`config.mk`:
```
export PLATFORM = sky130hd
export DESIGN_NAME = encoder_angle_unwrap_speed_core
export DESIGN_NICKNAME = d
export VERILOG_FILES = /design/src/design/eaus_pkg.sv /design/src/design/encoder_angle_unwrap_speed_core.sv /design/src/design/eaus_divider.sv
export SDC_FILE = /design/constraint.sdc
export NUM_CORES = 2
export LEC_CHECK = 0
export BUFFER_PORTS_ARGS = -buffer_cell sky130_fd_sc_hd__buf_2
export CAP_MARGIN = 10
export CORE_ASPECT_RATIO = 0.8
export CORE_UTILIZATION = 26
export DETAILED_ROUTE_END_ITERATION = 6
export GPL_TIMING_DRIVEN = 0
export PLACE_DENSITY = 0.44
export SYNTH_ARGS = -nofsm -noshare
export SYNTH_HDL_FRONTEND = slang
export SYNTH_HIERARCHICAL = 1
export SYNTH_SLANG_ARGS = --single-unit
```
`constraint.sdc`:
```
create_clock -name i_clk -period 11.3 [get_ports i_clk]
set_input_delay 2.26 -clock i_clk [delete_from_list [all_inputs] [get_ports i_clk]]
set_output_delay 2.26 -clock i_clk [all_outputs]
set_load 0.02 [all_outputs]
```
`src/design/eaus_pkg.sv`:
```
// Shared types, constants and codes for the encoder unwrap and speed block.
package eaus_pkg;

    localparam int ANGLE_W    = 12;
    localparam int DEG_W      = 21;
    localparam int SPEED_W    = 24;
    localparam int POS_W      = 32;
    localparam int TIME_W     = 32;
    localparam int WINDOW_W   = 24;
    localparam int DEADZONE_W = 16;
    localparam int CFG_DATA_W = 24;
    localparam int CFG_IDX_W  = 1;
    localparam int SCALE_W    = 22;
    localparam int PROD_W     = POS_W + SCALE_W;
    localparam int QUO_W      = SPEED_W;
    localparam int STEP_W     = ANGLE_W + 2;

    localparam logic [CFG_IDX_W-1:0]  CFG_WINDOW_US  = 1'b0;
    localparam logic [CFG_IDX_W-1:0]  CFG_DEADZONE   = 1'b1;

    localparam logic [WINDOW_W-1:0]   WINDOW_RESET   = 24'd200000;
    localparam logic [DEADZONE_W-1:0] DEADZONE_RESET = 16'd102;

    // counts * RPM_SCALE / elapsed_us is rpm in Q8
    localparam logic [SCALE_W-1:0]    RPM_SCALE      = 22'd3750000;
    localparam logic [DEG_W-1:0]      DEG_PER_TURN   = 21'd360;

    localparam logic signed [STEP_W-1:0] HALF_TURN = 14'sd2048;
    localparam logic signed [STEP_W-1:0] FULL_TURN = 14'sd4096;

    localparam logic [SPEED_W-1:0] SPEED_MAX_POS = 24'h7FFFFF;
    localparam logic [SPEED_W-1:0] SPEED_MAX_NEG = 24'h800000;

    typedef struct packed {
        logic [7:0]        status_byte;
        logic [7:0]        angle_high;
        logic [7:0]        angle_low;
        logic [TIME_W-1:0] time_us;
    } t_in_word;

    typedef struct packed {
        logic [ANGLE_W-1:0]        raw_angle;
        logic [DEG_W-1:0]          angle_deg_q12;
        logic signed [SPEED_W-1:0] speed_rpm_q8;
        logic                      magnet_detected;
        logic                      mag_field_low;
        logic                      mag_field_high;
    } t_out_word;

    typedef enum logic [2:0] {
        ST_IDLE,
        ST_UNWRAP,
        ST_ABS,
        ST_MUL,
        ST_DIV_START,
        ST_DIV_WAIT,
        ST_SAT,
        ST_FIN
    } t_state;

    typedef struct packed {
        logic start;
    } t_div_ctl;

    typedef struct packed {
        logic busy;
        logic done;
        logic ovf;
    } t_div_sts;

endpackage

```
`src/design/encoder_angle_unwrap_speed_core.sv`:
```
// Top level: angle unwrap, windowed speed sequencer and output register.
// Each accepted word passes through the unwrap state, then, when a speed update is due, the abs,
// multiply, divide start, divide wait and saturate states, and last the finish state that loads
// the output register; the divide is skipped when the quotient overflows 24 bits.
// The input is not ready until the previous result sits in the output register.
// Synchronous active-low reset clears tracking state and restores both config registers.
module encoder_angle_unwrap_speed_core (
    input  logic                             i_clk,
    input  logic                             i_rst_n,
    input  logic                             i_cfg_we,
    input  logic [eaus_pkg::CFG_IDX_W-1:0]   i_cfg_idx,
    input  logic [eaus_pkg::CFG_DATA_W-1:0]  i_cfg_data,
    input  logic                             i_in_valid,
    output logic                             o_in_ready,
    input  eaus_pkg::t_in_word               i_in_word,
    output logic                             o_out_valid,
    input  logic                             i_out_ready,
    output eaus_pkg::t_out_word              o_out_word
);
    import eaus_pkg::*;

    t_state r_state;
    t_state n_state;

    logic [WINDOW_W-1:0]   r_window;
    logic [DEADZONE_W-1:0] r_deadzone;

    logic                  r_seen_first;
    logic [ANGLE_W-1:0]    r_last_angle;
    logic [POS_W-1:0]      r_position;
    logic [POS_W-1:0]      r_ref_position;
    logic [TIME_W-1:0]     r_ref_time;
    logic [SPEED_W-1:0]    r_held;

    logic [ANGLE_W-1:0]    r_angle;
    logic [7:0]            r_status;
    logic [TIME_W-1:0]     r_now;
    logic [POS_W-1:0]      r_counts;
    logic                  r_neg;
    logic [POS_W-1:0]      r_mag;
    logic [PROD_W-1:0]     r_prod;
    logic [TIME_W-1:0]     r_elapsed;

    logic                  r_out_valid;
    t_out_word             r_out_word;

    logic                  w_accept;
    logic                  w_out_free;
    logic signed [STEP_W-1:0] w_step_raw;
    logic signed [STEP_W-1:0] w_step;
    logic [POS_W-1:0]      w_pos_next;
    logic [TIME_W-1:0]     w_elapsed;
    logic [TIME_W-1:0]     w_win;
    logic                  w_update;
    logic [QUO_W-1:0]      w_quotient;
    logic [QUO_W-1:0]      w_q;
    logic [SPEED_W-1:0]    w_speed;

    t_div_ctl              w_div_ctl;
    t_div_sts              w_div_sts;

    assign w_accept   = i_in_valid && o_in_ready;
    assign w_out_free = !r_out_valid || i_out_ready;

    // fold the step into plus or minus half a turn; exactly half a turn stays
    always_comb begin
        w_step_raw = signed'(STEP_W'(r_angle)) - signed'(STEP_W'(r_last_angle));
        if (w_step_raw > HALF_TURN) begin
            w_step = w_step_raw - FULL_TURN;
        end else if (w_step_raw < -HALF_TURN) begin
            w_step = w_step_raw + FULL_TURN;
        end else begin
            w_step = w_step_raw;
        end
    end

    assign w_pos_next = r_position + POS_W'(w_step);
    assign w_elapsed  = r_now - r_ref_time;
    assign w_win      = (r_window == '0) ? TIME_W'(1) : TIME_W'(r_window);
    assign w_update   = (w_elapsed >= w_win);

    // deadzone, then saturate and restore the sign
    assign w_q = w_div_sts.ovf ? {QUO_W{1'b1}} : w_quotient;

    always_comb begin
        if (!w_div_sts.ovf && (w_q <= QUO_W'(r_deadzone))) begin
            w_speed = '0;
        end else if (r_neg) begin
            w_speed = (w_q >= SPEED_MAX_NEG) ? SPEED_MAX_NEG : (~w_q + 1'b1);
        end else begin
            w_speed = (w_q > SPEED_MAX_POS) ? SPEED_MAX_POS : w_q;
        end
    end

    eaus_divider u_div (
        .i_clk      (i_clk),
        .i_rst_n    (i_rst_n),
        .i_ctl      (w_div_ctl),
        .i_dividend (r_prod),
        .i_divisor  (r_elapsed),
        .o_sts      (w_div_sts),
        .o_quotient (w_quotient)
    );

    // next state
    always_comb begin
        n_state = r_state;
        case (r_state)
            ST_IDLE: begin
                if (w_accept) n_state = ST_UNWRAP;
            end
            ST_UNWRAP: begin
                n_state = (r_seen_first && w_update) ? ST_ABS : ST_FIN;
            end
            ST_ABS:       n_state = ST_MUL;
            ST_MUL:       n_state = ST_DIV_START;
            ST_DIV_START: n_state = ST_DIV_WAIT;
            ST_DIV_WAIT: begin
                if (w_div_sts.done) n_state = ST_SAT;
            end
            ST_SAT:       n_state = ST_FIN;
            ST_FIN: begin
                if (w_out_free) n_state = ST_IDLE;
            end
            default:      n_state = ST_IDLE;
        endcase
    end

    // state outputs
    always_comb begin
        o_in_ready      = 1'b0;
        w_div_ctl.start = 1'b0;
        case (r_state)
            ST_IDLE:      o_in_ready      = 1'b1;
            ST_DIV_START: w_div_ctl.start = 1'b1;
            default: begin
                o_in_ready      = 1'b0;
                w_div_ctl.start = 1'b0;
            end
        endcase
    end

    always_ff @(posedge i_clk) begin
        if (!i_rst_n) begin
            r_state <= ST_IDLE;
        end else begin
            r_state <= n_state;
        end
    end

    always_ff @(posedge i_clk) begin
        if (!i_rst_n) begin
            r_window   <= WINDOW_RESET;
            r_deadzone <= DEADZONE_RESET;
        end else if (i_cfg_we) begin
            case (i_cfg_idx)
                CFG_WINDOW_US: r_window   <= i_cfg_data[WINDOW_W-1:0];
                CFG_DEADZONE:  r_deadzone <= i_cfg_data[DEADZONE_W-1:0];
                default: begin
                    r_window   <= r_window;
                    r_deadzone <= r_deadzone;
                end
            endcase
        end
    end

    // tracking state
    always_ff @(posedge i_clk) begin
        if (!i_rst_n) begin
            r_seen_first   <= 1'b0;
            r_last_angle   <= '0;
            r_position     <= '0;
            r_ref_position <= '0;
            r_ref_time     <= '0;
            r_held         <= '0;
        end else if (r_state == ST_UNWRAP) begin
            r_seen_first <= 1'b1;
            r_last_angle <= r_angle;
            if (!r_seen_first) begin
                // seed position, speed reference and window start
                r_position     <= POS_W'(r_angle);
                r_ref_position <= POS_W'(r_angle);
                r_ref_time     <= r_now;
                r_held         <= '0;
            end else begin
                r_position <= w_pos_next;
                if (w_update) begin
                    r_ref_position <= w_pos_next;
                    r_ref_time     <= r_now;
                end
            end
        end else if (r_state == ST_SAT) begin
            r_held <= w_speed;
        end
    end

    // working registers
    always_ff @(posedge i_clk) begin
        if (w_accept) begin
            r_angle  <= {i_in_word.angle_high[3:0], i_in_word.angle_low};
            r_status <= i_in_word.status_byte;
            r_now    <= i_in_word.time_us;
        end
        if (r_state == ST_UNWRAP) begin
            r_counts  <= w_pos_next - r_ref_position;
            r_elapsed <= w_elapsed;
        end
        if (r_state == ST_ABS) begin
            r_neg <= r_counts[POS_W-1];
            r_mag <= r_counts[POS_W-1] ? (~r_counts + 1'b1) : r_counts;
        end
        if (r_state == ST_MUL) begin
            r_prod <= PROD_W'(r_mag) * PROD_W'(RPM_SCALE);
        end
    end

    // output register
    always_ff @(posedge i_clk) begin
        if (!i_rst_n) begin
            r_out_valid <= 1'b0;
        end else if (r_state == ST_FIN && w_out_free) begin
            r_out_valid <= 1'b1;
        end else if (i_out_ready) begin
            r_out_valid <= 1'b0;
        end
    end

    always_ff @(posedge i_clk) begin
        if (r_state == ST_FIN && w_out_free) begin
            r_out_word.raw_angle       <= r_angle;
            r_out_word.angle_deg_q12   <= DEG_W'(r_angle) * DEG_PER_TURN;
            r_out_word.speed_rpm_q8    <= signed'(r_held);
            r_out_word.magnet_detected <= r_status[5];
            r_out_word.mag_field_low   <= r_status[4];
            r_out_word.mag_field_high  <= r_status[3];
        end
    end

    assign o_out_valid = r_out_valid;
    assign o_out_word  = r_out_word;

endmodule

```
`src/design/eaus_divider.sv`:
```
// Shift-subtract divider: one quotient bit per cycle, flags quotients that overflow 24 bits.
module eaus_divider (
    input  logic                         i_clk,
    input  logic                         i_rst_n,
    input  eaus_pkg::t_div_ctl           i_ctl,
    input  logic [eaus_pkg::PROD_W-1:0]  i_dividend,
    input  logic [eaus_pkg::TIME_W-1:0]  i_divisor,
    output eaus_pkg::t_div_sts           o_sts,
    output logic [eaus_pkg::QUO_W-1:0]   o_quotient
);
    import eaus_pkg::*;

    localparam int CNT_W = $clog2(QUO_W + 1);

    logic [TIME_W-1:0] r_rem;
    logic [QUO_W-1:0]  r_lo;
    logic [TIME_W-1:0] r_div;
    logic [CNT_W-1:0]  r_cnt;
    logic              r_busy;
    logic              r_done;
    logic              r_ovf;

    logic [TIME_W-1:0] w_top;
    logic              w_top_ovf;
    logic [TIME_W:0]   w_shift;
    logic [TIME_W:0]   w_diff;
    logic              w_qbit;

    // quotient reaches 2^24 exactly when the upper dividend bits reach the divisor
    assign w_top     = TIME_W'(i_dividend[PROD_W-1:QUO_W]);
    assign w_top_ovf = (w_top >= i_divisor);

    assign w_shift = {r_rem, r_lo[QUO_W-1]};
    assign w_diff  = w_shift - {1'b0, r_div};
    assign w_qbit  = !w_diff[TIME_W];

    always_ff @(posedge i_clk) begin
        if (!i_rst_n) begin
            r_busy <= 1'b0;
            r_done <= 1'b0;
            r_cnt  <= '0;
        end else begin
            r_done <= 1'b0;
            if (i_ctl.start) begin
                r_busy <= !w_top_ovf;
                r_done <= w_top_ovf;
                r_cnt  <= CNT_W'(QUO_W);
            end else if (r_busy) begin
                r_cnt <= r_cnt - 1'b1;
                if (r_cnt == CNT_W'(1)) begin
                    r_busy <= 1'b0;
                    r_done <= 1'b1;
                end
            end
        end
    end

    always_ff @(posedge i_clk) begin
        if (i_ctl.start) begin
            r_rem <= w_top;
            r_lo  <= i_dividend[QUO_W-1:0];
            r_div <= i_divisor;
            r_ovf <= w_top_ovf;
        end else if (r_busy) begin
            // shift the next dividend bit in, keep the difference when it fits
            r_rem <= w_qbit ? w_diff[TIME_W-1:0] : w_shift[TIME_W-1:0];
            r_lo  <= {r_lo[QUO_W-2:0], w_qbit};
        end
    end

    assign o_sts.busy = r_busy;
    assign o_sts.done = r_done;
    assign o_sts.ovf  = r_ovf;
    assign o_quotient = r_lo;

endmodule

```
==> summary.txt <==
Timing
  • Fmax achieved: 0.111 GHz
  • Worst slew pin tran: 1220 ps
  • RSZ-0062 raised after global routing: no
  • Setup Total Neg Slack: 0 ps
  • Final Hold Viols: 0
  • Final period util: 79.6%
  • Slew Viols, Final: 0
  • Clock Skews: 35.7 ps
  • Minimum clock period: 9000 ps
  • Slew headroom: 18.4%
  • Setup violators final: 0

Route
  • Routed vias: 28600
  • Drt wl/cell: 18.0 um
  • DR vias/cell: 4.66
  • Residual DRC: 0
  • DR pass1 iterations: 5
  • Aggregate routed wire length: 110 mm
  • Detail Route Antenna Nets: 0
  • Number of DRC markers in iteration 0: 1708

Clock network
  • Root buffer cell: clkbuf_16
  • Worst-path clk slew: 60 ps
  • Post-cts hold buffer count: 0
  • Post-CTS sizing: 0
  • CTS Sinks: 522
  • Worst-Skew Late Latency: 650 ps
  • CTS tree: done
  • Postcts setup bufs: 0
  • Clock Tree Buf Depth: 3
  • TritonCTS Buffers: 56
  • H-Tree Depth: 2

Floorplan
  • Die extent in y: 349 um
  • Starting Density: 26.4%
  • FP Rows: 126
  • Num ports: 148
  • Die span in x: 436 um
  • Core area: 0.149 mm2
  • Die area: 0.152 mm2

Setup path
  • Worst R2R Path Depth: 29
  • Critical Path RT: 11680 ps
  • CP endpoint kind: register
  • CP max stage delay: 690 ps
  • Crit Path Max Fanout: 20
  • Slowest CP cell: or4b_2
  • Arrival @ worst endpoint: 9380 ps
  • Reg-to-reg slack, setup: 2300 ps
  • RR Startpoint: r_angle[0]$_DFFE_PP_
  • Crit Path Category: reg2reg
  • FF-to-FF End: r_counts[31]$_DFFE_PP_
  • CP startpoint kind: register

Global routing
  • Largest net degree at the start of global routing: 56
  • Total gr overflow: 0
  • Vias in the first global route: 28200
  • Antenna violations before repair: 6
  • All-layer global routing usage: 14.3%
  • Wire length of the first global-routing pass: 170 mm

Synth
  • Gate count of the mapped netlist: 3874
  • Syn Std Cell Area: 0.0392 mm2
  • Syn_area_per_cell: 10.1 um2
  • Warnings, synthesis: 6

Cells and area
  • Share of cells above drive strength 1: 8.46%
  • Design Area, Final: 0.0445 mm2
  • Nets@finish: 4866
  • Layout area overhead: 13.6%
  • Post-Layout Cell Count: 6123

Place
  • Hpwl dp: 90.8 mm
  • Gpl congestion: 0.872
  • Port Buffers: 135
  • Placed cells: 6012
  • Area after DPL: 0.0426 mm2

Worst hold path
  • Min-Delay Path Class: reg2reg
  • Hold path startpoint: r_status[5]$_DFFE_PP_
  • Hold Path Sink: o_out_word[2]$_DFFE_PP_
  • Cell depth of the worst min-delay path: 0

Job
  • MaxCap Viol Count: 0

Run status
  • Status: completed
[critical path, delay by kind of cell (launching register included)]
kind | cells | cell delay, ps
flops | 1 | 550
fa+ha+maj | 4 | 1440
simple gates | 10 | 3640
compound gates | 11 | 2640
buf+inv | 2 | 170
xor+xnor | 2 | 300
[worst max-delay path by stage]
stage | startpoint | endpoint | slack, ps | cells after the start
floorplan | r_angle[0]$_DFFE_PP_ | r_counts[31]$_DFFE_PP_ | 3730 | 29
global placement | r_angle[0]$_DFFE_PP_ | r_counts[31]$_DFFE_PP_ | 2250 | 29
detailed placement | r_angle[0]$_DFFE_PP_ | r_counts[31]$_DFFE_PP_ | 2270 | 29
CTS | r_angle[0]$_DFFE_PP_ | r_counts[31]$_DFFE_PP_ | 2210 | 29
global route | r_angle[0]$_DFFE_PP_ | r_counts[31]$_DFFE_PP_ | 1730 | 29
finish | r_angle[0]$_DFFE_PP_ | r_counts[31]$_DFFE_PP_ | 2300 | 29
[stage by stage]
stage / util (%) / setup slack (ps) / hold slack (ps)
5_1_grt: 29.9 / 1730 / 431
2_1_floorplan: - / 3730 / 400
6_report: 30.0 / 2300 / 420
3_3_place_gp: 28.5 / 2250 / 401
4_1_cts: 29.9 / 2210 / 421
3_5_place_dp: 28.7 / 2270 / 406
[cells in the final DEF (no fill, tap or decap), drive strengths merged, types with 50 or more instances in the layout]
master,n
buf,180
nand3,75
dfxtp,186
ha,476
edfxtp,336
nor3,71
o21ai,168
a211oi,50
inv,416
nor2,245
xnor2,143
a21o,82
clkbuf,165
mux2i,65
fa,217
a21oi,212
xor2,51
nand2,343
[routing by layer]
layer	share of wire, %	track usage [%]
met4	1.2	2.24
met5	0.0091	0
met1	52	21.7
met3	5.7	3.04
met2	41	21.0
[sequential cells by signal, summed over array words and instances (netlist names), 5 cells and up]
| register | cells |
|---|---|
| r_counts | 32 |
| r_deadzone | 16 |
| u_div/r_rem | 32 |
| o_out_word | 55 |
| r_now | 32 |
| r_window | 24 |
| u_div/r_div | 32 |
| r_ref_position | 32 |
| u_div/r_cnt | 5 |
| r_position | 32 |
| r_prod | 50 |
| u_div/o_quotient | 24 |
| r_held | 24 |
| r_last_angle | 12 |
| r_elapsed | 32 |
| r_ref_time | 32 |
| r_mag | 32 |
| r_angle | 12 |
[area by class of cell]
class                      count  area [um2]
antenna                        4        10.0
buffer                       124         556
clock buffer                  72        1550
clock inverter                34         337
fill                       15600      104000
inverter                     417        1570
multi-input combinational   2817       23300
sequential                   522       13800
tap                         1984        2480
timing repair buffer         149         897
Power is not shown: default switching activity piles up to over one toggle a cycle in this logic, so the estimate is an artifact.
